===== config.mk =====
export PLATFORM = sky130hd
export DESIGN_NAME = button_debounce_click_classifier_core
export DESIGN_NICKNAME = d
export VERILOG_FILES = /design/src/hdl/bdcc_pkg.sv /design/src/hdl/bdcc_cfg_regs.sv /design/src/hdl/bdcc_engine.sv /design/src/hdl/button_debounce_click_classifier_core.sv
export SDC_FILE = /design/constraint.sdc
export NUM_CORES = 1
export LEC_CHECK = 0
export ABC_CLOCK_PERIOD_IN_PS = 7100
export BUFFER_PORTS_ARGS = -buffer_cell sky130_fd_sc_hd__buf_2
export CAP_MARGIN = 20
export CORE_ASPECT_RATIO = 1.75
export CORE_MARGIN = 2
export CORE_UTILIZATION = 42
export DETAILED_ROUTE_END_ITERATION = 8
export GPL_ROUTABILITY_DRIVEN = 0
export HOLD_SLACK_MARGIN = 0.05
export PLACE_DENSITY = 0.57
export SYNTH_ARGS = -nofsm -noshare
export SYNTH_HDL_FRONTEND = slang
export SYNTH_SLANG_ARGS = --single-unit
export TNS_END_PERCENT = 20

===== constraint.sdc =====
create_clock -name clk -period 7.1 [get_ports clk]
set_input_delay 1.065 -clock clk [delete_from_list [all_inputs] [get_ports clk]]
set_output_delay 1.065 -clock clk [all_outputs]
set_load 0.1 [all_outputs]

===== src/hdl/bdcc_pkg.sv =====
// ----------------------------------------------------------------------------
// bdcc_pkg
// Shared types and constants for the button debounce / click classifier.
// ----------------------------------------------------------------------------
package bdcc_pkg;

	localparam int TIME_W  = 32;
	localparam int MS_W    = 16;
	localparam int TALLY_W = 8;
	localparam int CFG_IDX_W = 2;

	localparam logic [TALLY_W-1:0] TALLY_MAX = '1;
	localparam logic [TALLY_W-1:0] TALLY_TWO   = TALLY_W'(2);
	localparam logic [TALLY_W-1:0] TALLY_THREE = TALLY_W'(3);

	localparam logic [MS_W-1:0] DEBOUNCE_RST = MS_W'(50);
	localparam logic [MS_W-1:0] LONG_RST     = MS_W'(1000);
	localparam logic [MS_W-1:0] WINDOW_RST   = MS_W'(400);

	// Button level encoding (active-low pin)
	localparam logic LVL_RELEASED = 1'b1;
	localparam logic LVL_PRESSED  = 1'b0;

	typedef enum logic [CFG_IDX_W-1:0] {
		CFG_DEBOUNCE = 2'd0,
		CFG_LONG     = 2'd1,
		CFG_WINDOW   = 2'd2
	} cfg_idx_t;

	typedef struct packed {
		logic [MS_W-1:0] settle_ms;
		logic [MS_W-1:0] hold_min_ms;
		logic [MS_W-1:0] multi_click_window_ms;
	} cfg_t;

	typedef struct packed {
		logic press_event;
		logic short_press;
		logic long_press;
		logic double_click;
		logic triple_click;
		logic multi_click;
		logic release_verdict;
		logic stable_level_out;
	} res_t;

endpackage


===== src/hdl/bdcc_cfg_regs.sv =====
// ----------------------------------------------------------------------------
// bdcc_cfg_regs
// Configuration register file: debounce, long press and click window times.
// ----------------------------------------------------------------------------
module bdcc_cfg_regs (
	input  logic                          clk,
	input  logic                          arst_n,
	input  logic                          wr_en,
	input  logic [bdcc_pkg::CFG_IDX_W-1:0] wr_index,
	input  logic [bdcc_pkg::MS_W-1:0]     wr_data,
	output bdcc_pkg::cfg_t                cfg
);
	import bdcc_pkg::*;

	cfg_t cfg_q;

	always_ff @(posedge clk or negedge arst_n) begin
		if (!arst_n) begin
			cfg_q.settle_ms             <= DEBOUNCE_RST;
			cfg_q.hold_min_ms           <= LONG_RST;
			cfg_q.multi_click_window_ms <= WINDOW_RST;
		end else if (wr_en) begin
			unique case (cfg_idx_t'(wr_index))
				CFG_DEBOUNCE: cfg_q.settle_ms             <= wr_data;
				CFG_LONG:     cfg_q.hold_min_ms           <= wr_data;
				CFG_WINDOW:   cfg_q.multi_click_window_ms <= wr_data;
				default:      ; // unmapped index, dropped
			endcase
		end
	end

	assign cfg = cfg_q;

endmodule


===== src/hdl/bdcc_engine.sv =====
// ----------------------------------------------------------------------------
// bdcc_engine
// Debounce and click state plus the single-pass per-poll update.
// ----------------------------------------------------------------------------
module bdcc_engine (
	input  logic                        clk,
	input  logic                        arst_n,
	input  logic                        step,
	input  logic                        raw,
	input  logic [bdcc_pkg::TIME_W-1:0] now,
	input  bdcc_pkg::cfg_t              cfg,
	output bdcc_pkg::res_t              res
);
	import bdcc_pkg::*;

	logic                last_raw_q;
	logic                deb_q;
	logic [TIME_W-1:0]   last_change_q;
	logic [TIME_W-1:0]   press_start_q;
	logic [TIME_W-1:0]   last_click_q;
	logic [TALLY_W-1:0]  tally_q;

	logic                changed;
	logic [TIME_W-1:0]   elapsed;
	logic                settle;
	logic                press_edge;
	logic                rel_edge;
	logic [TIME_W-1:0]   held;
	logic                is_long;
	logic                is_click;
	logic [TALLY_W-1:0]  tally_inc;
	logic [TALLY_W-1:0]  tally_mid;
	logic                deb_new;
	logic [TIME_W-1:0]   quiet;
	logic                verdict;

	always_comb begin
		changed    = (raw != last_raw_q);
		// a fresh change restarts the timer at now: zero elapsed
		elapsed    = changed ? '0 : (now - last_change_q);
		settle     = (elapsed >= {{(TIME_W-MS_W){1'b0}}, cfg.settle_ms});
		press_edge = settle && (deb_q == LVL_RELEASED) && (raw == LVL_PRESSED);
		rel_edge   = settle && (deb_q == LVL_PRESSED) && (raw == LVL_RELEASED);
		held       = now - press_start_q;
		is_long    = rel_edge && (held >= {{(TIME_W-MS_W){1'b0}}, cfg.hold_min_ms});
		is_click   = rel_edge && !is_long;
		tally_inc  = (tally_q == TALLY_MAX) ? tally_q : (tally_q + TALLY_W'(1));
		priority if (is_long)  tally_mid = '0;
		else if (is_click)     tally_mid = tally_inc;
		else                   tally_mid = tally_q;
		deb_new    = settle ? raw : deb_q;
		quiet      = is_click ? '0 : (now - last_click_q);
		verdict    = (tally_mid != '0) && (deb_new == LVL_RELEASED) &&
			(quiet >= {{(TIME_W-MS_W){1'b0}}, cfg.multi_click_window_ms});

		res.press_event      = press_edge;
		res.long_press       = is_long;
		res.short_press      = verdict && (tally_mid == TALLY_W'(1));
		res.multi_click      = verdict && (tally_mid > TALLY_W'(1));
		res.double_click     = verdict && (tally_mid == TALLY_TWO);
		res.triple_click     = verdict && (tally_mid == TALLY_THREE);
		res.release_verdict  = res.short_press || is_long || res.multi_click;
		res.stable_level_out = deb_new;
	end

	always_ff @(posedge clk or negedge arst_n) begin
		if (!arst_n) begin
			last_raw_q    <= LVL_RELEASED;
			deb_q         <= LVL_RELEASED;
			last_change_q <= '0;
			press_start_q <= '0;
			last_click_q  <= '0;
			tally_q       <= '0;
		end else if (step) begin
			last_raw_q <= raw;
			deb_q      <= deb_new;
			tally_q    <= verdict ? '0 : tally_mid;
			if (changed)    last_change_q <= now;
			if (press_edge) press_start_q <= now;
			if (is_click)   last_click_q  <= now;
		end
	end

	// a long release clears the click tally
	a_no_tally_on_long: assert property (@(posedge clk) disable iff (!arst_n)
		step && is_long |=> tally_q == '0)
		else $error("tally survived a long release");

	a_press_level: assert property (@(posedge clk) disable iff (!arst_n)
		step && press_edge |=> deb_q == LVL_PRESSED && press_start_q == $past(now))
		else $error("press edge did not latch level/time");

	a_verdict_clears: assert property (@(posedge clk) disable iff (!arst_n)
		step && verdict |=> tally_q == '0 && deb_q == LVL_RELEASED)
		else $error("verdict left tally pending");

	a_edges_excl: assert property (@(posedge clk) disable iff (!arst_n)
		!(press_edge && rel_edge))
		else $error("press and release edge together");

endmodule


===== src/hdl/button_debounce_click_classifier_core.sv =====
// ----------------------------------------------------------------------------
// button_debounce_click_classifier_core
// Debounces an active-low button poll stream and classifies presses into
// press, long press and short/double/triple/multi click verdicts.
// ----------------------------------------------------------------------------
//
//  channel | signals                                   | dir | word
//  --------+-------------------------------------------+-----+------------------
//  in      | in_valid/in_ready, raw_level, now_ms      | in  | one poll
//  out     | out_valid/out_ready, press_event .. level | out | one result per poll
//  cfg     | cfg_valid/cfg_ready, cfg_index, cfg_data  | in  | one register write
//
//  - One poll per cycle sustained while out_ready is high: a word is
//    registered in the s1 stage, the engine update runs in one combinational
//    pass, and the result lands in the output register; out_valid rises when
//    the word moves from s1 into an output register that is free or being read.
//  - Engine state advances only when the s1 word moves into the output
//    register, so the next poll always sees the state its predecessor left.
//  - A stalled output holds its word; s1 keeps one more, in_ready drops only
//    when both are full and out_ready is low.
//  - Reset (arst_n low) empties both stages and restores register defaults
//    (50 / 1000 / 400 ms) and the released button state.
//  - cfg_ready is always high; writes to an index past the list are dropped.
// ----------------------------------------------------------------------------
module button_debounce_click_classifier_core (
	input  logic                          clk,
	input  logic                          arst_n,
	// poll input
	input  logic                          in_valid,
	output logic                          in_ready,
	input  logic                          raw_level,
	input  logic [bdcc_pkg::TIME_W-1:0]   now_ms,
	// result output
	output logic                          out_valid,
	input  logic                          out_ready,
	output logic                          press_event,
	output logic                          short_press,
	output logic                          long_press,
	output logic                          double_click,
	output logic                          triple_click,
	output logic                          multi_click,
	output logic                          release_verdict,
	output logic                          stable_level_out,
	// configuration writes
	input  logic                          cfg_valid,
	output logic                          cfg_ready,
	input  logic [bdcc_pkg::CFG_IDX_W-1:0] cfg_index,
	input  logic [bdcc_pkg::MS_W-1:0]     cfg_data
);
	import bdcc_pkg::*;

	cfg_t              cfg;
	res_t              res;
	res_t              res_q;
	logic              out_v_q;
	logic              v_s1;
	logic              raw_s1;
	logic [TIME_W-1:0] now_s1;
	logic              advance;   // s1 word moves to output register
	logic              in_fire;

	// --- configuration -------------------------------------------------------
	assign cfg_ready = 1'b1;

	bdcc_cfg_regs u_cfg (
		.clk      (clk),
		.arst_n   (arst_n),
		.wr_en    (cfg_valid && cfg_ready),
		.wr_index (cfg_index),
		.wr_data  (cfg_data),
		.cfg      (cfg)
	);

	// --- handshake -----------------------------------------------------------
	assign advance  = v_s1 && (!out_v_q || out_ready);
	assign in_ready = !v_s1 || advance;
	assign in_fire  = in_valid && in_ready;

	// --- s1: input register --------------------------------------------------
	always_ff @(posedge clk or negedge arst_n) begin
		if (!arst_n) begin
			v_s1 <= 1'b0;
		end else if (in_ready) begin
			v_s1 <= in_valid;
		end
	end

	always_ff @(posedge clk) begin
		if (in_fire) begin
			raw_s1 <= raw_level;
			now_s1 <= now_ms;
		end
	end

	// --- per-poll update -----------------------------------------------------
	bdcc_engine u_engine (
		.clk    (clk),
		.arst_n (arst_n),
		.step   (advance),
		.raw    (raw_s1),
		.now    (now_s1),
		.cfg    (cfg),
		.res    (res)
	);

	// --- result register -----------------------------------------------------
	always_ff @(posedge clk or negedge arst_n) begin
		if (!arst_n) begin
			out_v_q <= 1'b0;
		end else if (advance) begin
			out_v_q <= 1'b1;
		end else if (out_ready) begin
			out_v_q <= 1'b0;
		end
	end

	always_ff @(posedge clk) begin
		if (advance) begin
			res_q <= res;
		end
	end

	assign out_valid        = out_v_q;
	assign press_event      = res_q.press_event;
	assign short_press      = res_q.short_press;
	assign long_press       = res_q.long_press;
	assign double_click     = res_q.double_click;
	assign triple_click     = res_q.triple_click;
	assign multi_click      = res_q.multi_click;
	assign release_verdict  = res_q.release_verdict;
	assign stable_level_out = res_q.stable_level_out;

	// --- checks --------------------------------------------------------------
	a_click_kinds: assert property (@(posedge clk) disable iff (!arst_n)
		out_v_q |-> !(res_q.short_press && res_q.multi_click) &&
			(!(res_q.double_click || res_q.triple_click) || res_q.multi_click))
		else $error("inconsistent click verdict");

	a_verdict_or: assert property (@(posedge clk) disable iff (!arst_n)
		out_v_q |-> res_q.release_verdict ==
			(res_q.short_press || res_q.long_press || res_q.multi_click))
		else $error("release_verdict mismatch");

	a_edge_level: assert property (@(posedge clk) disable iff (!arst_n)
		out_v_q && res_q.press_event |-> !res_q.stable_level_out && !res_q.release_verdict)
		else $error("press edge with released level");

	a_accept_when_empty: assert property (@(posedge clk) disable iff (!arst_n)
		!out_v_q |-> in_ready)
		else $error("input stalled with empty output");

	a_advance_fills: assert property (@(posedge clk) disable iff (!arst_n)
		advance |=> out_v_q)
		else $error("advanced word lost");

endmodule

==> results of run 1 <==
routing by layer:
metal / wire, um / track usage (%) / vias to the layer above
li1: - / - / 6271
met5: 0 / 0 / -
met2: 25800 / 50.6 / 307
met4: 4170 / 20.4 / 0
met3: 1340 / 3.38 / 154
met1: 16100 / 24.6 / 6320
where the power goes:
part	leakage (uW)	total [uW]	internal (uW)	switching (uW)
logic	0.00583	3940	1780	2160
registers	0.00217	1550	1410	139
clock network	0.000264	927	468	458
total	0.00826	6410	3660	2750
Yosys cell counts (9+ instances only):
| library cell | number | area (um2) |
|---|---|---|
| or3_1 | 12 | 75.1 |
| a211oi_1 | 15 | 113 |
| nand3_1 | 33 | 165 |
| o21ai_1 | 13 | 65.1 |
| a21o_1 | 47 | 353 |
| xor2_1 | 24 | 210 |
| ha_1 | 142 | 1780 |
| a21oi_1 | 111 | 556 |
| and3_1 | 11 | 68.8 |
| o211ai_1 | 15 | 113 |
| xnor2_1 | 34 | 298 |
| and2_1 | 9 | 56.3 |
| buf_2 | 11 | 55.1 |
| nand4_1 | 26 | 163 |
| dfstp_2 | 14 | 368 |
| nor3_1 | 26 | 130 |
| o21ai_0 | 115 | 576 |
| nand2b_1 | 31 | 194 |
| inv_1 | 170 | 638 |
| dfrtp_1 | 142 | 3550 |
| o21a_1 | 13 | 97.6 |
| nor4_1 | 12 | 75.1 |
| nand2_1 | 151 | 567 |
| nor2_1 | 94 | 353 |
| clkbuf_1 | 33 | 124 |
| edfxtp_1 | 41 | 1230 |
| nor2b_1 | 14 | 87.6 |
| mux2_2 | 99 | 1110 |
| a31oi_1 | 20 | 125 |
worst max-delay path, delay by kind of cell, from the launching register on:
family                   cells  cell delay [ns]
AO/OA/AOI/OAI               15             2.67
AND/OR/NAND/NOR             11             1.75
adder cells (fa/ha/maj)      3             0.89
buffers and inverters        5             0.82
flip-flops                   1             0.46
multiplexers                 1             0.23
XOR/XNOR                     1             0.15
registers in the layout, indices dropped and copies added, names as in the netlist, 8 cells and up:
signal / cells
u_cfg.cfg: 48
u_engine.last_click_q: 32
u_engine.last_change_q: 32
now_s1: 32
u_engine.tally_q: 8
u_engine.press_start_q: 32
per-stage QoR:
step           TNS (ns)  power, uW
6_report              0       6410
4_1_cts               0       6230
3_5_place_dp      -7.43       5050
5_1_grt           -2.63       6880
2_1_floorplan         0       3820
3_3_place_gp      -4.84       5000
final timing paths:
check,slack (ns),endpoint,cells after the start,from
worst max-delay path,0.02,u_engine.tally_q[2],36,now_s1[3]
worst min-delay path,0.50,u_engine.last_click_q[0],2,u_engine.last_click_q[0]
worst max register to register,0.02,u_engine.tally_q[2],36,now_s1[3]
worst min register to register,0.50,u_engine.last_click_q[0],2,u_engine.last_click_q[0]
max in group asynchronous,4.99,v_s1,2,arst_n
min in group asynchronous,0.68,u_engine.last_click_q[14],1,arst_n
kinds of logic (layout without fill, tap and decap cells):
group	Yosys count	in the layout	share of synthesized area [%]
DFF	197	197	35.2
and+or+nand+nor	455	455	15.3
muxes	107	107	8.17
xor gates and xnor gates	58	58	3.47
buffers and inverters	219	450	5.82
adders and majority gates	145	145	12.6
AOI/OAI and AO/OA	442	442	19.4
other	1	1	0.0256
repair_timing:
item,in CTS,in global routing
endpoints found under the hold margin,0,0
hold buffers,0,0
pin swaps,22,31
endpoints found under the setup margin,13,13
gates cloned,0,2
buffers inserted,22,13
resized for setup,31,47
layout make-up:
type	instances	share of cell area, %
Clock inverter	11	0.438
Inverter	171	3.62
Multi-Input combinational cell	1208	51.0
Clock buffer	21	2.60
Sequential cell	197	29.1
Timing Repair Buffer	247	10.1
Tap cell	460	3.25
==> metrics, run 1 <==
area of the multi-input gates=9030 um2; Post-Syn Nets=1825; worst-skew pair later-pin latency=0.46 ns; yosys warns=0; Slew Limit Fails=0; Finished Cell Area=17700 um2; Peak Freq=141 MHz; Post-synth ARST share=79.2%; status=finished clean; peak fanout along the critical path=6; EDFF count, synth=41; initial antenna violation count=0; starting density of the core=42.6%; Area Overhead vs Synth=21.2%; commonest non-fill, non-tap cell in the layout=buf_4; Clock transition at path regs=0.07 ns; largest net degree at the start of global routing=95; Final Util=51.6%; Tightest Pin Transition=1.07 ns; CTS Buffer Depth=2; Setup crit end kind=register; total die area=36400 um2; worst setup margin=0.0179 ns; Die H=251 um; CP max stage delay=0.46 ns; Root Buffer=clkbuf_16; Post-Route WL=47.4 mm; register area=5150 um2; grt ovf=0; # placed instances=2247; min cycle time layout=7.08 ns; dpl cell area=16500 um2; DR WL/cell=20.5 um; maximum vdd drop=0.000198 V; Setup CP Type=register to register; Arrival @ worst endpoint=7.44 ns; most frequent cells in the layout=buf_4 (175), inv_1 (168), nand2_1 (146); RSZ-0062 raised after global routing=true; drc violations=0; Port Buffers=65; Mapped Cells=1624; Final setup viols=0; Max-Cap Viols=0; count of final hold-check violations=0; drt via density=5.64; hold slack=0.496 ns; pre-CTS setup slack=-0.702 ns; HP Class=register to register; Net count, final=2043; clock skew=0.0138 ns; H-tree lvl count=4; layout cells sized above 1=25.5%; Top FF cell, synth=dfrtp_1; total number of vias=13100; Post-Syn Area=14600 um2; row count=90; CTS Buf Count=17; CP required=7.46 ns; global-route wire length before repair=73.4 mm; Ant. Diodes=0; post-route ant nets=0; PwrDens=362 nW/um2; vias in the first global route=13500; fin cells=2315; P_leak=0.00826 uW; CTS tree=built; clk sinks=197; fillers=3260; post-DP HPWL=37.4 mm; flop and latch count out of synthesis=197; final worst-path cycle share=99.7%; post-synthesis cell type count=86; Starting DRT DRC Count=704; total track usage=26.2%; worst rel slew slack=28.4%; 1st-pass router iterations=5; slowest CP cell=edfxtp_1; most frequent cell on the critical path=a21o_1; die width=145 um; IO Pins=67; CP startpoint kind=register; post-synthesis sequential area ratio=35.2%; syn avg cell area=9.00 um2; Core Box Area=34300 um2
Note: power is estimated with default switching activity, not from simulation.
==> run 2: changes to the inputs <==
--- a/config.mk
+++ b/config.mk
@@ -5,6 +5,7 @@
 export SDC_FILE = /design/constraint.sdc
 export NUM_CORES = 1
 export LEC_CHECK = 0
+export ABC_AREA = 1
 export ABC_CLOCK_PERIOD_IN_PS = 7100
 export BUFFER_PORTS_ARGS = -buffer_cell sky130_fd_sc_hd__buf_2
 export CAP_MARGIN = 20
==> metrics, run 2 <==
Clock transition at path regs=0.08 ns; Peak Freq=154 MHz; count of final hold-check violations=0; CTS Buf Count=17; Port Buffers=65; final worst-path cycle share=91.4%; RSZ-0062 raised after global routing=false; CP required=7.31 ns; Setup CP Type=register to register; CTS Buffer Depth=2; syn avg cell area=6.60 um2; worst rel slew slack=32.8%; Core Box Area=38300 um2; vias in the first global route=15100; CP startpoint kind=register; Post-CTS Setup Bufs=0; Root Buffer=clkbuf_16; Hold Path End=u_engine.last_change_q[13]; PnR Total Power=6340 uW; CTS Hold Buffers Added=0; Net count, final=2718; synth top area cells=dfrtp_1 (22%), nand2_1 (18%), inv_1 (12%); Final setup viols=0; CTS tree=built; H-tree lvl count=4; post-synthesis cell type count=49; Post-synth ARST share=79.2%; IO Pins=67; layout cells sized above 1=6.80%; flop and latch count out of synthesis=197; drc violations=0; Synth top cells by count=nand2_1 (788), inv_1 (501), o21ai_0 (199); clock skew=0.0150 ns; Slew Limit Fails=0; Post-Syn Area=16200 um2; PwrDens=359 nW/um2; Synth top area share=21.9%; post-synthesis sequential area ratio=31.8%; count leader, synth=nand2_1; global-route wire length before repair=82.8 mm; slowest CP cell=a211oi_1; Mapped Cells=2459; drt via density=5.11; Post-Route WL=53.6 mm; Top FF cell, synth=dfrtp_1; Post-Syn Nets=2660; R2R cell count=35; Arrival @ worst endpoint=6.70 ns; CP max stage delay=0.67 ns; EDFF count, synth=41; Synth area leader=dfrtp_1; Area Overhead vs Synth=8.90%; HP Class=register to register; grt ovf=0; r2r setup slk=0.61 ns; total track usage=26.8%; Tightest Pin Transition=1.01 ns; post-DP HPWL=45.0 mm; most frequent cell on the critical path=nand2_1; Max-Cap Viols=0; Setup crit end kind=register; DR WL/cell=17.8 um; WHS Path Cells=2; Largest register FFs=48; clk sinks=197; row count=95; Hold Path Origin=u_engine.last_change_q[13]; starting density of the core=42.4%; P_leak=0.00960 uW; total negative slack=0 ns; status=finished clean; RR Endpoint=release_verdict; commonest non-fill, non-tap cell in the layout=nand2_1; maximum vdd drop=0.000153 V; 1st-pass router iterations=7; most frequent cells in the layout=nand2_1 (785), inv_1 (500), o21ai_0 (199); peak fanout along the critical path=11; yosys warns=0; worst-skew pair later-pin latency=0.47 ns; die width=153 um; total die area=40300 um2; post-route ant nets=0; total number of vias=15400; min cycle time layout=6.49 ns; initial antenna violation count=0; Starting DRT DRC Count=996; CTS-repair resized insts=0; largest net degree at the start of global routing=91; Die H=264 um; reg2reg start=now_s1[0]
## run 2: changes by cell type in the layout (fill, tap and decap cells not counted), moves of 17 or more
cell      previous run  this run
o21ai_0            113       199
nor2_1              91       165
mux2_2              99         0
nand2b_1            30         0
nand3_1             31       111
inv_1              168       500
nand2_1            146       785
buf_4              175         8
xnor2_1             33        16
a21o_1              47         6
nand4_1             26        43
## run 2: area by class of cell
class                   count  area, um2
repair buffers             74        412
clock inverters            15        145
diodes                      1       2.50
well taps                 485        607
inverters                 505       1900
multi-input cells        1722       9020
fillers                  4033      20600
flip-flops and latches    197       5150
clock buffers              17        425
## run 2: cell families (layout without fill, tap and decap cells)
group | Yosys count | count (layout) | share of synthesized area [%]
AND/OR/NAND/NOR | 1184 | 1184 | 30.4
buffers and inverters | 540 | 611 | 12.7
AO/OA/AOI/OAI | 344 | 344 | 11.2
flip-flops | 197 | 197 | 31.8
adder cells (fa/ha/maj) | 145 | 145 | 11.3
XOR/XNOR | 48 | 48 | 2.59
other | 1 | 2 | 0.0231
## run 2: metrics by stage
step | utilization (%) | setup slack, ns | std cells | hold slack, ns | instance area, um2
after floorplan | - | 2.03 | 2459 | 0.453 | 16200
after global placement | 44.6 | 0.811 | 2982 | 0.468 | 17100
after detailed placement | 44.6 | 0.705 | 2982 | 0.473 | 17100
after CTS | 46.1 | 0.666 | 3014 | 0.492 | 17600
after global routing | 46.1 | 0.275 | 3015 | 0.509 | 17700
final | 46.2 | 0.611 | 3016 | 0.486 | 17700
## run 2: critical path: cells and delay by family, from the launching register on
kind | cells | cell delay (ns)
flip-flops | 1 | 0.37
AND/OR/NAND/NOR | 18 | 2.29
buffers and inverters | 4 | 0.40
XOR/XNOR | 1 | 0.27
AO/OA/AOI/OAI | 8 | 1.63
adder cells (fa/ha/maj) | 4 | 1.24
## run 2: how the worst max path moves through the flow
| stage | start | endpoint | slack, ns | depth (start not counted) |
|---|---|---|---|---|
| 6_report | now_s1[0] | release_verdict | 0.61 | 35 |
| 5_1_grt | now_s1[0] | release_verdict | 0.28 | 37 |
| 4_1_cts | now_s1[0] | release_verdict | 0.67 | 35 |
| 3_5_place_dp | now_s1[0] | release_verdict | 0.70 | 37 |
| 3_3_place_gp | now_s1[0] | multi_click | 0.81 | 37 |
| 2_1_floorplan | now_s1[1] | release_verdict | 2.03 | 37 |
## run 2: report_power, final
| group | internal (uW) | switching, uW | total, uW |
|---|---|---|---|
| Combinational | 1250 | 2510 | 3760 |
| Sequential | 1420 | 172 | 1590 |
| Clock | 465 | 515 | 980 |
| Total | 3130 | 3200 | 6340 |
## run 2: per-layer routing
metal	part of all wire, %	global-route usage (%)	routed length [um]
met2	52	49.9	27700
met3	3.7	3.31	2000
met1	36	27.0	19400
met4	8.5	19.7	4560
met5	0	0	0
==> run 3: changes to the inputs <==
--- a/config.mk
+++ b/config.mk
@@ -11,11 +11,12 @@
 export CAP_MARGIN = 20
 export CORE_ASPECT_RATIO = 1.75
 export CORE_MARGIN = 2
-export CORE_UTILIZATION = 42
+export CORE_UTILIZATION = 25
+export CTS_BUF_LIST = sky130_fd_sc_hd__clkbuf_4
 export DETAILED_ROUTE_END_ITERATION = 8
 export GPL_ROUTABILITY_DRIVEN = 0
 export HOLD_SLACK_MARGIN = 0.05
-export PLACE_DENSITY = 0.57
+export PLACE_DENSITY = 0.37
 export SYNTH_ARGS = -nofsm -noshare
 export SYNTH_HDL_FRONTEND = slang
 export SYNTH_SLANG_ARGS = --single-unit
==> metrics, run 3 (same netlist as run 2, synthesis figures left out) <==
status=finished clean; pre-CTS setup slack=0.217 ns; drt via density=4.49; Net count, final=2724; Critical Path Sink=short_press; initial antenna violation count=2; Starting DRT DRC Count=955; CTS Buffer Depth=2; starting density of the core=25.3%; vias in the first global route=15300; Peak Freq=158 MHz; Setup crit end kind=register; Critical Path Start=now_s1[0]; min cycle time layout=6.33 ns; RSZ-0062 raised after global routing=false; CP required=7.61 ns; worst setup margin=0.765 ns; commonest non-fill, non-tap cell in the layout=nand2_1; P_leak=0.00955 uW; row count=123; r2r setup slk=0.77 ns; Tightest Pin Transition=0.972 ns; total number of vias=15000; largest net degree at the start of global routing=67; H-tree lvl count=4; worst-skew pair later-pin latency=0.76 ns; Final setup viols=0; clk sinks=197; Max-Cap Viols=0; Clock transition at path regs=0.19 ns; grt ovf=0; PnR Total Power=6260 uW; Post-Route WL=63.9 mm; final worst-path cycle share=89.2%; Core Box Area=64200 um2; R2R cell count=36; global-route wire length before repair=95.9 mm; total track usage=19.6%; total die area=67000 um2; layout cells sized above 1=7.22%; Post-CTS Setup Bufs=0; HP Class=primary input to asynchronous set/reset pin; Slew Limit Fails=0; total negative slack=0 ns; most frequent cells in the layout=nand2_1 (785), inv_1 (500), o21ai_0 (199); PwrDens=349 nW/um2; post-route ant nets=0; worst rel slew slack=35.2%; die width=197 um; Finished Cell Area=17900 um2; drc violations=0; clock skew=0.0382 ns; count of final hold-check violations=0; dpl cell area=17500 um2; CTS tree=built; DR WL/cell=19.1 um; CP startpoint kind=register; slowest CP cell=fa_1; post-DP HPWL=54.4 mm; Die H=341 um; Root Buffer=clkbuf_4; RR Endpoint=short_press; Setup CP Type=register to register; 1st-pass router iterations=5; Arrival @ worst endpoint=6.84 ns; CTS Buf Count=17; Area Overhead vs Synth=10.5%; CP max stage delay=0.49 ns; maximum vdd drop=0.0000937 V; Largest register FFs=48; reg2reg start=now_s1[0]; Port Buffers=65; IO Pins=67; peak fanout along the critical path=11
run 3: cell types whose count changed in the layout (fill, tap and decap cells not counted), moves of 3 or more:
cell | previous run | this run
buf_4 | 8 | 13
bufinv_16 | 0 | 4
clkbuf_16 | 17 | 0
clkbuf_4 | 0 | 17
clkinv_1 | 3 | 0
clkinv_8 | 4 | 1
diode_2 | 1 | 5
run 3: worst min path at each step:
stage	from	end	slack, ns	cells after the start
global placement	u_engine.last_change_q[27]	u_engine.last_change_q[27]	0.47	2
detailed placement	u_engine.press_start_q[22]	u_engine.press_start_q[22]	0.47	2
floorplan	u_cfg.cfg[10]	u_cfg.cfg[10]	0.45	2
global route	arst_n	u_cfg.cfg[13]	0.14	1
CTS	arst_n	u_engine.tally_q[5]	0.14	1
finish	arst_n	u_engine.tally_q[3]	0.20	1
run 3: layout make-up:
class	count	area, um2
antenna	5	12.5
clock buffer	17	128
clock inverter	15	218
fill	7143	46200
inverter	505	1900
multi-input combinational	1722	9030
sequential	197	5150
tap	812	1020
timing repair buffer	80	469
run 3: metal layers:
layer,wire [um],vias to the layer above,global-route usage (%)
met5,0,-,0
met4,3180,0,9.85
met3,1570,84,2.04
met2,35700,272,39.4
met1,23500,6861,19.6
li1,-,7828,-
run 3: where the power goes:
part           total (uW)  leakage [uW]  internal [uW]  switching, uW
sequential           1580       0.00238           1420            167
clock                 780      0.000185            290            490
combinational        3890       0.00699           1250           2640
total                6260       0.00955           2960           3290
run 3: worst max-delay path: cells and delay by family (launching register included):
kind	cells	cell delay, ns
AND/OR/NAND/NOR	20	2.50
adder cells (fa/ha/maj)	4	1.27
XOR/XNOR	1	0.19
flip-flops	1	0.40
buffers and inverters	5	0.71
AO/OA/AOI/OAI	6	0.96
run 3: what timing repair did:
item / in CTS / in global routing
resized for setup: 0 / 2
hold buffers: 0 / 0
endpoints found under the setup margin: 0 / 13
run 3: metrics by stage:
| step | util [%] | cells | hold slack (ns) |
|---|---|---|---|
| after floorplan | - | 2459 | 0.453 |
| after global placement | 27.3 | 3313 | 0.469 |
| after detailed placement | 27.3 | 3315 | 0.473 |
| after CTS | 27.9 | 3347 | 0.142 |
| after global routing | 27.9 | 3353 | 0.140 |
| final | 27.9 | 3353 | 0.197 |
